**src/hw/rtl/lgr_pkg.sv**
```systemverilog
// lgr_pkg: shared types and constants of the life generation row engine.
// No dependencies; every other file of the block depends on it.
package lgr_pkg;

  localparam int ROW_W      = 64;  // bits in one grid row on the channels
  localparam int GW_W       = 7;   // grid_width register width
  localparam int CFG_DATA_W = 32;
  localparam int CFG_ADDR_W = 3;
  localparam int NBR_CNT_W  = 4;   // holds 0..8 live neighbors

  localparam logic [GW_W-1:0]      GRID_WIDTH_RESET = 7'd64;
  localparam logic [NBR_CNT_W-1:0] BIRTH_COUNT      = 4'd3;
  localparam logic [NBR_CNT_W-1:0] SURVIVE_COUNT    = 4'd2;

  // Register word index (paddr[2])
  localparam logic REG_GRID_WIDTH = 1'b0;

  typedef logic [ROW_W-1:0] row_t;

  typedef struct packed {
    row_t next_cells;
    logic frame_end;
  } result_t;

  // Control from the row sequencer to the result buffer
  typedef struct packed {
    logic push;
    logic frame_end;
  } out_req_t;

  // Status back from the result buffer
  typedef struct packed {
    logic skid_full;
  } out_sts_t;

endpackage

```
**src/hw/rtl/lgr_ifs.sv**
```systemverilog
// lgr_in_if / lgr_out_if: valid/ready channels of the life row engine.
// Depends on lgr_pkg for the row type.
interface lgr_in_if;
  logic          valid;
  logic          ready;
  lgr_pkg::row_t row_cells;
  logic          final_row;

  modport source (output valid, row_cells, final_row, input ready);
  modport sink   (input valid, row_cells, final_row, output ready);
endinterface

interface lgr_out_if;
  logic          valid;
  logic          ready;
  lgr_pkg::row_t next_cells;
  logic          frame_end;

  modport source (output valid, next_cells, frame_end, input ready);
  modport sink   (input valid, next_cells, frame_end, output ready);
endinterface

```
**src/hw/rtl/lgr_lane.sv**
```systemverilog
// lgr_lane: B3/S23 rule for one cell from its eight neighbors.
// Depends on lgr_pkg for the rule constants.
module lgr_lane (
  input  logic       self_alive,
  input  logic [7:0] nbr,
  input  logic       col_active,
  output logic       next_alive
);
  import lgr_pkg::*;

  logic [NBR_CNT_W-1:0] cnt;

  always_comb begin
    cnt        = NBR_CNT_W'($countones(nbr));
    next_alive = col_active &&
                 ((cnt == BIRTH_COUNT) || ((cnt == SURVIVE_COUNT) && self_alive));
  end

endmodule

```
**src/hw/rtl/lgr_out_stage.sv**
```systemverilog
// lgr_out_stage: merges lane bits into a result row and buffers it in an
// output register plus one skid entry. Depends on lgr_pkg and lgr_out_if.
module lgr_out_stage #(
  parameter int LANES = 64
) (
  input  logic              clk,
  input  logic              rst_n,
  input  logic [LANES-1:0]  lane_bits,
  input  lgr_pkg::out_req_t req,
  output lgr_pkg::out_sts_t sts,
  lgr_out_if.source         out_chan
);
  import lgr_pkg::*;

  result_t new_res;
  result_t out_r, out_nxt;
  result_t skid_r, skid_nxt;
  logic    out_valid_r, out_valid_nxt;
  logic    skid_valid_r, skid_valid_nxt;
  logic    pop;

  // merge lanes, upper columns stay dead
  always_comb begin
    new_res                        = '0;
    new_res.next_cells[LANES-1:0]  = lane_bits;
    new_res.frame_end              = req.frame_end;
  end

  assign pop = out_valid_r && out_chan.ready;

  always_comb begin
    out_nxt        = out_r;
    skid_nxt       = skid_r;
    out_valid_nxt  = out_valid_r;
    skid_valid_nxt = skid_valid_r;
    if (!out_valid_r || pop) begin
      if (skid_valid_r) begin
        out_nxt        = skid_r;
        out_valid_nxt  = 1'b1;
        skid_valid_nxt = req.push;
        if (req.push) begin
          skid_nxt = new_res;
        end
      end else begin
        out_valid_nxt = req.push;
        if (req.push) begin
          out_nxt = new_res;
        end
      end
    end else if (req.push) begin
      skid_nxt       = new_res;
      skid_valid_nxt = 1'b1;
    end
  end

  always_ff @(posedge clk) begin
    if (!rst_n) begin
      out_valid_r  <= 1'b0;
      skid_valid_r <= 1'b0;
    end else begin
      out_valid_r  <= out_valid_nxt;
      skid_valid_r <= skid_valid_nxt;
    end
    out_r  <= out_nxt;
    skid_r <= skid_nxt;
  end

  assign sts.skid_full      = skid_valid_r;
  assign out_chan.valid      = out_valid_r;
  assign out_chan.next_cells = out_r.next_cells;
  assign out_chan.frame_end  = out_r.frame_end;

`ifndef SYNTHESIS
  // the sequencer must never push into a full buffer
  a_no_overflow: assert property (@(posedge clk) disable iff (!rst_n)
    req.push |-> !skid_valid_r)
    else $error("result pushed while skid entry full");

  // skid only fills behind a waiting output
  a_skid_order: assert property (@(posedge clk) disable iff (!rst_n)
    skid_valid_r |-> out_valid_r)
    else $error("skid entry valid with empty output register");

  // a stalled result with a full skid keeps both
  a_full_hold: assert property (@(posedge clk) disable iff (!rst_n)
    (skid_valid_r && !out_chan.ready) |=> (skid_valid_r && out_valid_r))
    else $error("buffered result lost under stall");
`endif

endmodule

```
**src/hw/rtl/life_generation_row_engine.sv**
```systemverilog
// life_generation_row_engine: one B3/S23 Life generation, one row per request.
// Depends on lgr_pkg, lgr_ifs (channels), lgr_lane and lgr_out_stage.
//
// Usage:
//  - in_chan carries one grid row per request (row_cells, bit c = column c)
//    and final_row marking the bottom row. out_chan returns next-generation
//    rows (next_cells) with frame_end set on the bottom row's result.
//  - The first row of a frame gives no result. Every later row gives the
//    result for the row above it, pushed into the result buffer on accept.
//  - A final row also needs its own result: the engine flushes (input not
//    ready) to compute it once the skid entry has room, then clears its row
//    store. Otherwise one row/cycle, while the skid entry is not full.
//  - Columns at or beyond grid_width (clamped to MAX_WIDTH) are dead, on
//    input and output. grid_width sits at APB word 0, reset 64.
//  - The result path is an output register plus one skid entry, so a row
//    is accepted while a finished result waits; input ready drops only when
//    the skid entry is full or a flush is pending.
//  - Reset (rst_n low, synchronous) clears the row store, the buffer and
//    restores grid_width to 64. Write grid_width only when idle.
module life_generation_row_engine #(
  parameter int MAX_WIDTH = 64
) (
  input  logic                             clk,
  input  logic                             rst_n,
  lgr_in_if.sink                           in_chan,
  lgr_out_if.source                        out_chan,
  input  logic                             cfg_psel,
  input  logic                             cfg_penable,
  input  logic                             cfg_pwrite,
  input  logic [lgr_pkg::CFG_ADDR_W-1:0]   cfg_paddr,
  input  logic [lgr_pkg::CFG_DATA_W-1:0]   cfg_pwdata,
  output logic [lgr_pkg::CFG_DATA_W-1:0]   cfg_prdata,
  output logic                             cfg_pready
);
  import lgr_pkg::*;

  localparam int LW = MAX_WIDTH;

  // ---------------- configuration ----------------
  logic [GW_W-1:0] gw_r, gw_nxt;
  logic [LW-1:0]   mask_r, mask_nxt;
  logic [GW_W-1:0] gw_clamp;
  logic            cfg_wr;

  assign cfg_pready = 1'b1;
  assign cfg_wr     = cfg_psel && cfg_penable && cfg_pwrite &&
                      (cfg_paddr[2] == REG_GRID_WIDTH);

  always_comb begin
    gw_nxt   = cfg_pwdata[GW_W-1:0];
    gw_clamp = (gw_nxt > GW_W'(MAX_WIDTH)) ? GW_W'(MAX_WIDTH) : gw_nxt;
    for (int c = 0; c < LW; c++) begin
      mask_nxt[c] = (GW_W'(c) < gw_clamp);
    end
  end

  always_ff @(posedge clk) begin
    if (!rst_n) begin
      gw_r   <= GRID_WIDTH_RESET;
      mask_r <= '1;
    end else if (cfg_wr) begin
      gw_r   <= gw_nxt;
      mask_r <= mask_nxt;
    end
  end

  assign cfg_prdata = (cfg_paddr[2] == REG_GRID_WIDTH) ?
                      CFG_DATA_W'(gw_r) : '0;

  // ---------------- row sequencer ----------------
  logic [LW-1:0] upper_r, upper_nxt;
  logic [LW-1:0] middle_r, middle_nxt;
  logic          seen_r, seen_nxt;    // a row of this frame is stored
  logic          flush_r, flush_nxt;  // bottom row result still owed
  logic [LW-1:0] row_m;
  logic          acc;
  out_req_t      req;
  out_sts_t      sts;

  assign row_m         = in_chan.row_cells[LW-1:0] & mask_r;
  assign in_chan.ready = !flush_r && !sts.skid_full;
  assign acc           = in_chan.valid && in_chan.ready;

  always_comb begin
    upper_nxt  = upper_r;
    middle_nxt = middle_r;
    seen_nxt   = seen_r;
    flush_nxt  = flush_r;
    req.push      = 1'b0;
    req.frame_end = flush_r;
    if (flush_r) begin
      // emit bottom row (dead row below), then clear the frame
      if (!sts.skid_full) begin
        req.push   = 1'b1;
        upper_nxt  = '0;
        middle_nxt = '0;
        seen_nxt   = 1'b0;
        flush_nxt  = 1'b0;
      end
    end else if (acc) begin
      req.push   = seen_r;
      upper_nxt  = seen_r ? middle_r : '0;
      middle_nxt = row_m;
      seen_nxt   = 1'b1;
      flush_nxt  = in_chan.final_row;
    end
  end

  always_ff @(posedge clk) begin
    if (!rst_n) begin
      upper_r  <= '0;
      middle_r <= '0;
      seen_r   <= 1'b0;
      flush_r  <= 1'b0;
    end else begin
      upper_r  <= upper_nxt;
      middle_r <= middle_nxt;
      seen_r   <= seen_nxt;
      flush_r  <= flush_nxt;
    end
  end

  // ---------------- lanes ----------------
  // padded rows give dead neighbors past both edges
  logic [LW+1:0] above_p, mid_p, below_p;
  logic [LW-1:0] lane_bits;

  assign above_p = {1'b0, upper_r, 1'b0};
  assign mid_p   = {1'b0, middle_r, 1'b0};
  assign below_p = {1'b0, (flush_r ? {LW{1'b0}} : row_m), 1'b0};

  for (genvar c = 0; c < LW; c++) begin : g_lane
    lgr_lane u_lane (
      .self_alive (middle_r[c]),
      .nbr        ({above_p[c+2:c], below_p[c+2:c], mid_p[c+2], mid_p[c]}),
      .col_active (mask_r[c]),
      .next_alive (lane_bits[c])
    );
  end

  // ---------------- merge and result buffer ----------------
  lgr_out_stage #(
    .LANES (LW)
  ) u_out (
    .clk       (clk),
    .rst_n     (rst_n),
    .lane_bits (lane_bits),
    .req       (req),
    .sts       (sts),
    .out_chan  (out_chan)
  );

`ifndef SYNTHESIS
  a_flush_blocks_in: assert property (@(posedge clk) disable iff (!rst_n)
    flush_r |-> !in_chan.ready)
    else $error("input ready during bottom-row flush");

  a_final_sets_flush: assert property (@(posedge clk) disable iff (!rst_n)
    (acc && in_chan.final_row) |=> flush_r)
    else $error("final row did not schedule a flush");

  a_flush_clears: assert property (@(posedge clk) disable iff (!rst_n)
    (flush_r && !sts.skid_full) |=> (!flush_r && !seen_r && middle_r == '0 &&
                                     upper_r == '0))
    else $error("row store not cleared after flush");

  a_first_row_quiet: assert property (@(posedge clk) disable iff (!rst_n)
    (acc && !seen_r) |-> !req.push)
    else $error("result pushed for first row of frame");
`endif

endmodule
```
**src/flat_wrapper.sv**
```systemverilog
// flat-port wrapper written by rule: the top's interface ports become plain ports
module life_generation_row_engine_flat import lgr_pkg::*;
#(
  parameter int MAX_WIDTH = 64
)
  (clk, rst_n, cfg_psel, cfg_penable, cfg_pwrite, cfg_paddr, cfg_pwdata, cfg_prdata, cfg_pready, in_chan_valid, in_chan_row_cells, in_chan_final_row, in_chan_ready, out_chan_valid, out_chan_next_cells, out_chan_frame_end, out_chan_ready);
  lgr_in_if in_chan_i ();
  lgr_out_if out_chan_i ();
  input  logic clk;
  input  logic rst_n;
  input  logic cfg_psel;
  input  logic cfg_penable;
  input  logic cfg_pwrite;
  input  logic [lgr_pkg::CFG_ADDR_W-1:0] cfg_paddr;
  input  logic [lgr_pkg::CFG_DATA_W-1:0] cfg_pwdata;
  output logic [lgr_pkg::CFG_DATA_W-1:0] cfg_prdata;
  output logic cfg_pready;
  input wire logic [$bits(in_chan_i.valid)-1:0] in_chan_valid;
  input wire logic [$bits(in_chan_i.row_cells)-1:0] in_chan_row_cells;
  input wire logic [$bits(in_chan_i.final_row)-1:0] in_chan_final_row;
  output wire logic [$bits(in_chan_i.ready)-1:0] in_chan_ready;
  output wire logic [$bits(out_chan_i.valid)-1:0] out_chan_valid;
  output wire logic [$bits(out_chan_i.next_cells)-1:0] out_chan_next_cells;
  output wire logic [$bits(out_chan_i.frame_end)-1:0] out_chan_frame_end;
  input wire logic [$bits(out_chan_i.ready)-1:0] out_chan_ready;
  assign in_chan_i.valid = in_chan_valid;
  assign in_chan_i.row_cells = in_chan_row_cells;
  assign in_chan_i.final_row = in_chan_final_row;
  assign in_chan_ready = in_chan_i.ready;
  assign out_chan_valid = out_chan_i.valid;
  assign out_chan_next_cells = out_chan_i.next_cells;
  assign out_chan_frame_end = out_chan_i.frame_end;
  assign out_chan_i.ready = out_chan_ready;
  life_generation_row_engine #(.MAX_WIDTH(MAX_WIDTH)) u_core (.clk(clk), .rst_n(rst_n), .in_chan(in_chan_i), .out_chan(out_chan_i), .cfg_psel(cfg_psel), .cfg_penable(cfg_penable), .cfg_pwrite(cfg_pwrite), .cfg_paddr(cfg_paddr), .cfg_pwdata(cfg_pwdata), .cfg_prdata(cfg_prdata), .cfg_pready(cfg_pready));
endmodule
```
**config.mk**
```make
export PLATFORM = sky130hd
export DESIGN_NAME = life_generation_row_engine_flat
export DESIGN_NICKNAME = d
export VERILOG_FILES = /design/src/hw/rtl/lgr_pkg.sv /design/src/hw/rtl/lgr_ifs.sv /design/src/hw/rtl/lgr_lane.sv /design/src/hw/rtl/lgr_out_stage.sv /design/src/hw/rtl/life_generation_row_engine.sv /design/src/flat_wrapper.sv
export SDC_FILE = /design/constraint.sdc
export NUM_CORES = 1
export LEC_CHECK = 0
export BUFFER_PORTS_ARGS = -buffer_cell sky130_fd_sc_hd__buf_4
export CORE_UTILIZATION = 60
export CTS_CLUSTER_SIZE = 40
export DETAILED_ROUTE_END_ITERATION = 8
export PLACE_DENSITY = 0.8
export SYNTH_ARGS = -nofsm -noshare
export SYNTH_HDL_FRONTEND = slang
export SYNTH_HIERARCHICAL = 1
export SYNTH_SLANG_ARGS = --single-unit
```
**constraint.sdc**
```tcl
create_clock -name clk -period 9.8 [get_ports clk]
set_input_delay 1.47 -clock clk [delete_from_list [all_inputs] [get_ports clk]]
set_output_delay 1.47 -clock clk [all_outputs]
set_load 0.05 [all_outputs]
```
Word level (Yosys, flattened, before mapping)
Cells that the tools add are included.

Flip-flop bits (word level): 333. Bits of input ports: 107. Output and inout port bits: 100. Logic and storage cells: 884.

Add/subtract/negate cells: 441. $lt $le $gt $ge: 65. Equality and inequality tests: 130. Multiplexer cells: 27. Bitwise operators: 2. Reductions and logical operators: 207.

Operator list (number): equality test 4 x 2 -> 1 bit, second input constant (128); adder 1 x 1 -> 2 bit (251); 2-to-1 mux 64 bit (7); adder 2 x 2 -> 3 bit (124); 2-to-1 mux 65 bit (5); adder 4 x 3 -> 4 bit (62); < comparator 6 x 7 -> 1 bit, first input constant (32); logical AND 1 bit (134); < comparator 5 x 7 -> 1 bit, first input constant (16); logical OR 1 bit (65); bitwise AND 64 bit (1); < comparator 4 x 7 -> 1 bit, first input constant (8); < comparator 3 x 7 -> 1 bit, first input constant (4); < comparator 1 x 7 -> 1 bit, first input constant (2); < comparator 2 x 7 -> 1 bit, first input constant (2); 2-to-1 mux 7 bit (2); 2-to-1 mux 1 bit (13); greater-than comparator 7 bit, second input constant (1); adder 1 x 2 -> 3 bit (2); nonzero test 2 bit (3); adder 2 x 3 -> 4 bit (1); adder 3 x 4 -> 4 bit (1); inequality test 2 bit, second input constant (2); AND reduction 2 bit (2); other kinds (2) (4).

Logic depth before layout (Yosys ltp)
Depth after elaboration: 12. Depth in mapped cells: 13. Gate-level depth less buffers: 12.

Hierarchy
Netlist, hierarchy kept.

By module, submodules not included: lgr_lane (u_core.g_lane[0].u_lane ...) (instances 52, cells an instance 20, area each 178.9 µm², sequential area each 0.0 µm²); life_generation_row_engine (instances 1, cells an instance 904, area each 8426.8 µm², sequential area each 4023.9 µm²); lgr_out_stage (instances 1, cells an instance 213, area each 4812.1 µm², sequential area each 3943.8 µm²); lgr_lane (u_core.g_lane[55].u_lane ...) (instances 12, cells an instance 20, area each 182.7 µm², sequential area each 0.0 µm²).

Worst setup path before layout
Ideal clock, no wire load.

Kind: in2reg. Start point: in in_chan_valid. End point: reg u_core.u_out.out_r (netlist bit u_core/u_out/out_chan.frame_end), enable pin. Setup time: 0.488 ns. Data arrival time: 5.036 ns. Data required time: 9.312 ns. Path slack: 4.276 ns. Cell stages on the path: 6. Buffers on the path: 2. Cells stage by stage: nor4bb_1 > buf_2 > buf_2 > nand2b_1 > nor2_1 > nor2_1.

RTL lines: start: declaration (line flat_wrapper.sv:18) `input wire logic [$bits(in_chan_i.valid)-1:0] in_chan_valid;`; end signal: assignment (line lgr_out_stage.sv:64) `out_r <= out_nxt;`; end: declaration (line lgr_out_stage.sv:16) `result_t out_r, out_nxt;`.

Worst setup path after layout
Start point: in in_chan_row_cells[49]. End point: reg u_core.u_out.out_r (netlist bit u_core/u_out/out_chan.next_cells[48]), data pin.

Word-level cells in the longest chain between the ends: 11. Elaborated cells on any way between the ends: 12. Classes of those cells: 3 x add/sub; 2 x eq/ne; 3 x mux; 1 x bitwise; 3 x reduce/logical.

RTL lines: start: declaration (line flat_wrapper.sv:19) `input wire logic [$bits(in_chan_i.row_cells)-1:0] in_chan_row_cells;`; bitwise AND 64 bit (*) (line life_generation_row_engine.sv:80) `assign row_m = in_chan.row_cells[LW-1:0] & mask_r;`; 2-to-1 mux 64 bit (*) (line life_generation_row_engine.sv:130) `assign below_p = {1'b0, (flush_r ? {LW{1'b0}} : row_m), 1'b0};`; via u_core.below_p[50] (line life_generation_row_engine.sv:125) `logic [LW+1:0] above_p, mid_p, below_p;`; adder 1 x 1 -> 2 bit (implied by the code) (*) (line lgr_lane.sv:14) `cnt = NBR_CNT_W'($countones(nbr));`; adder 2 x 2 -> 3 bit (implied by the code) (*) (line lgr_lane.sv:14); adder 4 x 3 -> 4 bit (implied by the code) (*) (line lgr_lane.sv:14); equality test 4 x 2 -> 1 bit (line lgr_lane.sv:16) `((cnt == BIRTH_COUNT) || ((cnt == SURVIVE_COUNT) && self_alive));`; logical AND 1 bit (line lgr_lane.sv:16); logical OR 1 bit (*) (line lgr_lane.sv:16); logical AND 1 bit (*) (line lgr_lane.sv:15) `next_alive = col_active &&`; via u_core.lane_bits[48] (line life_generation_row_engine.sv:126) `logic [LW-1:0] lane_bits;`; 2-to-1 mux 65 bit (*) (line lgr_out_stage.sv:46) `if (req.push) begin`; 2-to-1 mux 65 bit (*) (line lgr_out_stage.sv:37) `if (skid_valid_r) begin`.

Mark *: on every way through the listed nets, which the timed path passes. The rest lies on a longest branch. The select of a mux whose other input is x is not followed. A chain may end at the register's enable or synchronous reset.

==> flow_metrics.env <==
export IMPL_outcome="finished clean"
export IMPL_final_period_minus_worst_setup_slack_ns=3.92
export IMPL_worst_path_max_fanout=3
export IMPL_yosysUniqueCellTypes=57
export IMPL_postCtsSetupRepairBufs=0
export IMPL_ctsHtreeMaxLevel=2
export IMPL_ctsHoldBuffers=0
export IMPL_routabilityCongestion=0.861
export IMPL_place_detailed_hpwl_microns=40800
export IMPL_route_antenna_remaining_nets=0
export IMPL_die_area_sq_um=42000
export IMPL_drive_above_1_share=0.123
export IMPL_route_vias_total=17655
export IMPL_p_total_mw=4.11
export IMPL_cts_tree="yes"
export IMPL_worst_hold_path_type="reg2reg"
export IMPL_cts_path_max_buffers=3
export IMPL_nets=3062
export IMPL_io_pins=207
export IMPL_number_of_iterations_in_the_first_detailed_routing_pass=7
export IMPL_finalWirelength_microns=57300
export IMPL_cp_required_ns=10.21
export IMPL_chipWidth_microns=205
export IMPL_synth_area_top_cells="fa_1, dfxtp_1, edfxtp_1"
export IMPL_chipHeight_microns=205
export IMPL_finalSetupViolCount=0
export IMPL_clkLatencyLatePin_ns=0.54
export IMPL_max_vdd_ir_drop_v=0.000129
export IMPL_maximum_number_of_pins_on_one_net_before_global_route_repair=106
export IMPL_endpoint_kind="flip-flop"
export IMPL_area_growth_synth_to_final_pct=10.9
export IMPL_num_fill_cells=3047
export IMPL_synth_area_leader_cell="fa_1"
export IMPL_critical_path_class="in2reg"
export IMPL_number_of_global_route_vias_before_repair=18766
export IMPL_synthesis_instances=2397
export IMPL_ctsRootBufferMaster="clkbuf_16"
export IMPL_synthesis_area_sq_um=24700
export IMPL_max_freq_mhz=255
export IMPL_yosys_warnings=6
export IMPL_start_util=0.607
export IMPL_post_drt_via_cell_ratio=5.75
export IMPL_drt_drc=0
export IMPL_io_buf_count=153
export IMPL_final_setup_tns_ns=0
export IMPL_reg2reg_from="u_core/flush_r$_SDFF_PN0_"
export IMPL_timing_hold_worst_start="u_core/gw_r[0]$_SDFFE_PN0P_"
export IMPL_grt_pass1_wl_microns=93700
export IMPL_synth_edf_count=130
export IMPL_timing_clock_skew_ns=0.0182
export IMPL_finalCritPeriodShare=0.400
export IMPL_core_area_sq_um=40700
export IMPL_max_cap_violations=0
export IMPL_worst_slew_pin_transition_ns=0.970
export IMPL_detailedRoute_firstIterationViolations=1114
export IMPL_total_power_density_per_cell_area_nw_per_um2=150
export IMPL_timing_max_slew_rel_slack=0.353
export IMPL_startpoint_type="primary input"
export IMPL_globalRoute_totalOverflow=0
export IMPL_synth_yosys_seq_area_share=0.322
export IMPL_slew_viols_final=0
export IMPL_timing_critical_path_from="in_chan_row_cells[49]"
export IMPL_core_rowCount=74
export IMPL_antenna_found_initial=1
export IMPL_setup_repair_after_global_routing_missed_its_margin="false"
export IMPL_final_cell_mix="inv_1, fa_1, dfxtp_1"
export IMPL_power_static_leakage_nw=12.6
export IMPL_cp_data_arrival_time_ns=4.33
export IMPL_fin_util=0.673
export IMPL_synth_flop_cell="dfxtp_1"
export IMPL_syn_mean_instance_area_sq_um=10.3
export IMPL_synthArstFlopShare=0
export IMPL_globalRouteTotalUtil=0.281
export IMPL_cts_made_buffers=38
export IMPL_hold_viol_final=0
export IMPL_final_common_cell="inv_1"
export IMPL_post_cts_resized_instances=0
export IMPL_detail_route_wl_per_cell_microns=18.7
export IMPL_numClockSinks=333
export IMPL_synth_seq_cells=333
export IMPL_synth_top_area_frac=0.207
export IMPL_worst_setup_hold_path_clk_slew_ns=0.06
-- cell type report --
type                       count  area, sq um  area share
antenna                        1         2.50   0.0000913
clock buffer                  56         1170      0.0428
sequential                   333         7980       0.291
inverter                     501         1880      0.0686
timing repair buffer         163         1220      0.0446
clock inverter                12         95.1     0.00347
tap                          532          666      0.0243
multi-input combinational   1470        14400       0.525
-- critical path: stages --
cell and delay (ns):
buf_4 0.10, nand2_1 0.05, nor2_1 0.32, fa_1 0.47
ha_1 0.30, fa_1 0.39, inv_1 0.09, fa_1 0.41
inv_1 0.06, o211ai_1 0.07, a21oi_1 0.35, mux2_2 0.24
-- metrics by stage --
stage,cell area [sq um],std cells,hold slack [ns],setup WS (ns)
floorplan,24800,2427,0.415,4.28
global placement,26100,2999,0.435,5.42
detailed placement,26100,2999,0.441,5.29
CTS,27400,3067,0.450,5.86
global route,27400,3068,0.468,5.71
finish,27400,3068,0.451,5.88
-- metal layers --
layer	track usage	routed length (microns)	vias to the layer above
met5	0	0	-
met3	0.0379	3230	124
met4	0.116	1990	0
met1	0.365	23800	8837
met2	0.472	28200	599
li1	-	-	8095
-- cell families (layout without fill, tap and decap cells) --
group | count (synthesis) | after routing | share of synthesized area
AO/OA/AOI/OAI | 409 | 409 | 0.111
flip-flops | 333 | 333 | 0.322
buffers and inverters | 624 | 732 | 0.102
adder cells (fa/ha/maj) | 448 | 448 | 0.304
multiplexers | 65 | 65 | 0.0305
other | 2 | 33 | 0.000304
AND/OR/NAND/NOR | 516 | 516 | 0.129
-- power by group --
part | leakage (nW) | internal [mW] | switching [mW]
combinational | 9.10 | 0.420 | 0.642
clock | 0.619 | 0.859 | 0.588
sequential | 2.86 | 1.55 | 0.0514
-- worst paths after layout --
check | end | slack, ns | depth (start not counted)
worst max register to register | u_core/u_out/out_chan.next_cells[30]$_DFFE_PP_ | 5.92 | 10
worst max-delay path | u_core/u_out/out_chan.next_cells[48]$_DFFE_PP_ | 5.88 | 12
worst min-delay path | u_core/gw_r[0]$_SDFFE_PN0P_ | 0.45 | 2
worst min register to register | u_core/gw_r[0]$_SDFFE_PN0P_ | 0.45 | 2
-- flip-flops by register name, summed over array words and instances, names as in the netlist --
register / cells
u_core/flush_r: 1
u_core/gw_r: 7
u_core/mask_r: 64
u_core/middle_r: 64
u_core/seen_r: 1
u_core/u_out/out_chan.frame_end: 1
u_core/u_out/out_chan.next_cells: 64
u_core/u_out/out_chan.valid: 1
u_core/u_out/skid_r: 65
u_core/u_out/sts: 1
u_core/upper_r: 64
-- Yosys cell counts (9+ instances only) --
cell,n
o21ai_1,26
nor2b_1,150
nor4b_2,12
buf_2,40
dfxtp_1,203
a21oi_1,112
nand3b_1,52
ha_1,192
nand3_1,9
nand2_1,75
a31oi_1,15
a22oi_1,119
nand2b_1,54
a21boi_1,9
fa_1,256
and3b_1,57
buf_4,26
clkbuf_1,47
mux2_2,59
o211ai_1,74
edfxtp_1,130
a211oi_1,9
nor2_1,77
inv_1,501
No activity file was read; power rests on OpenSTA's default activity.
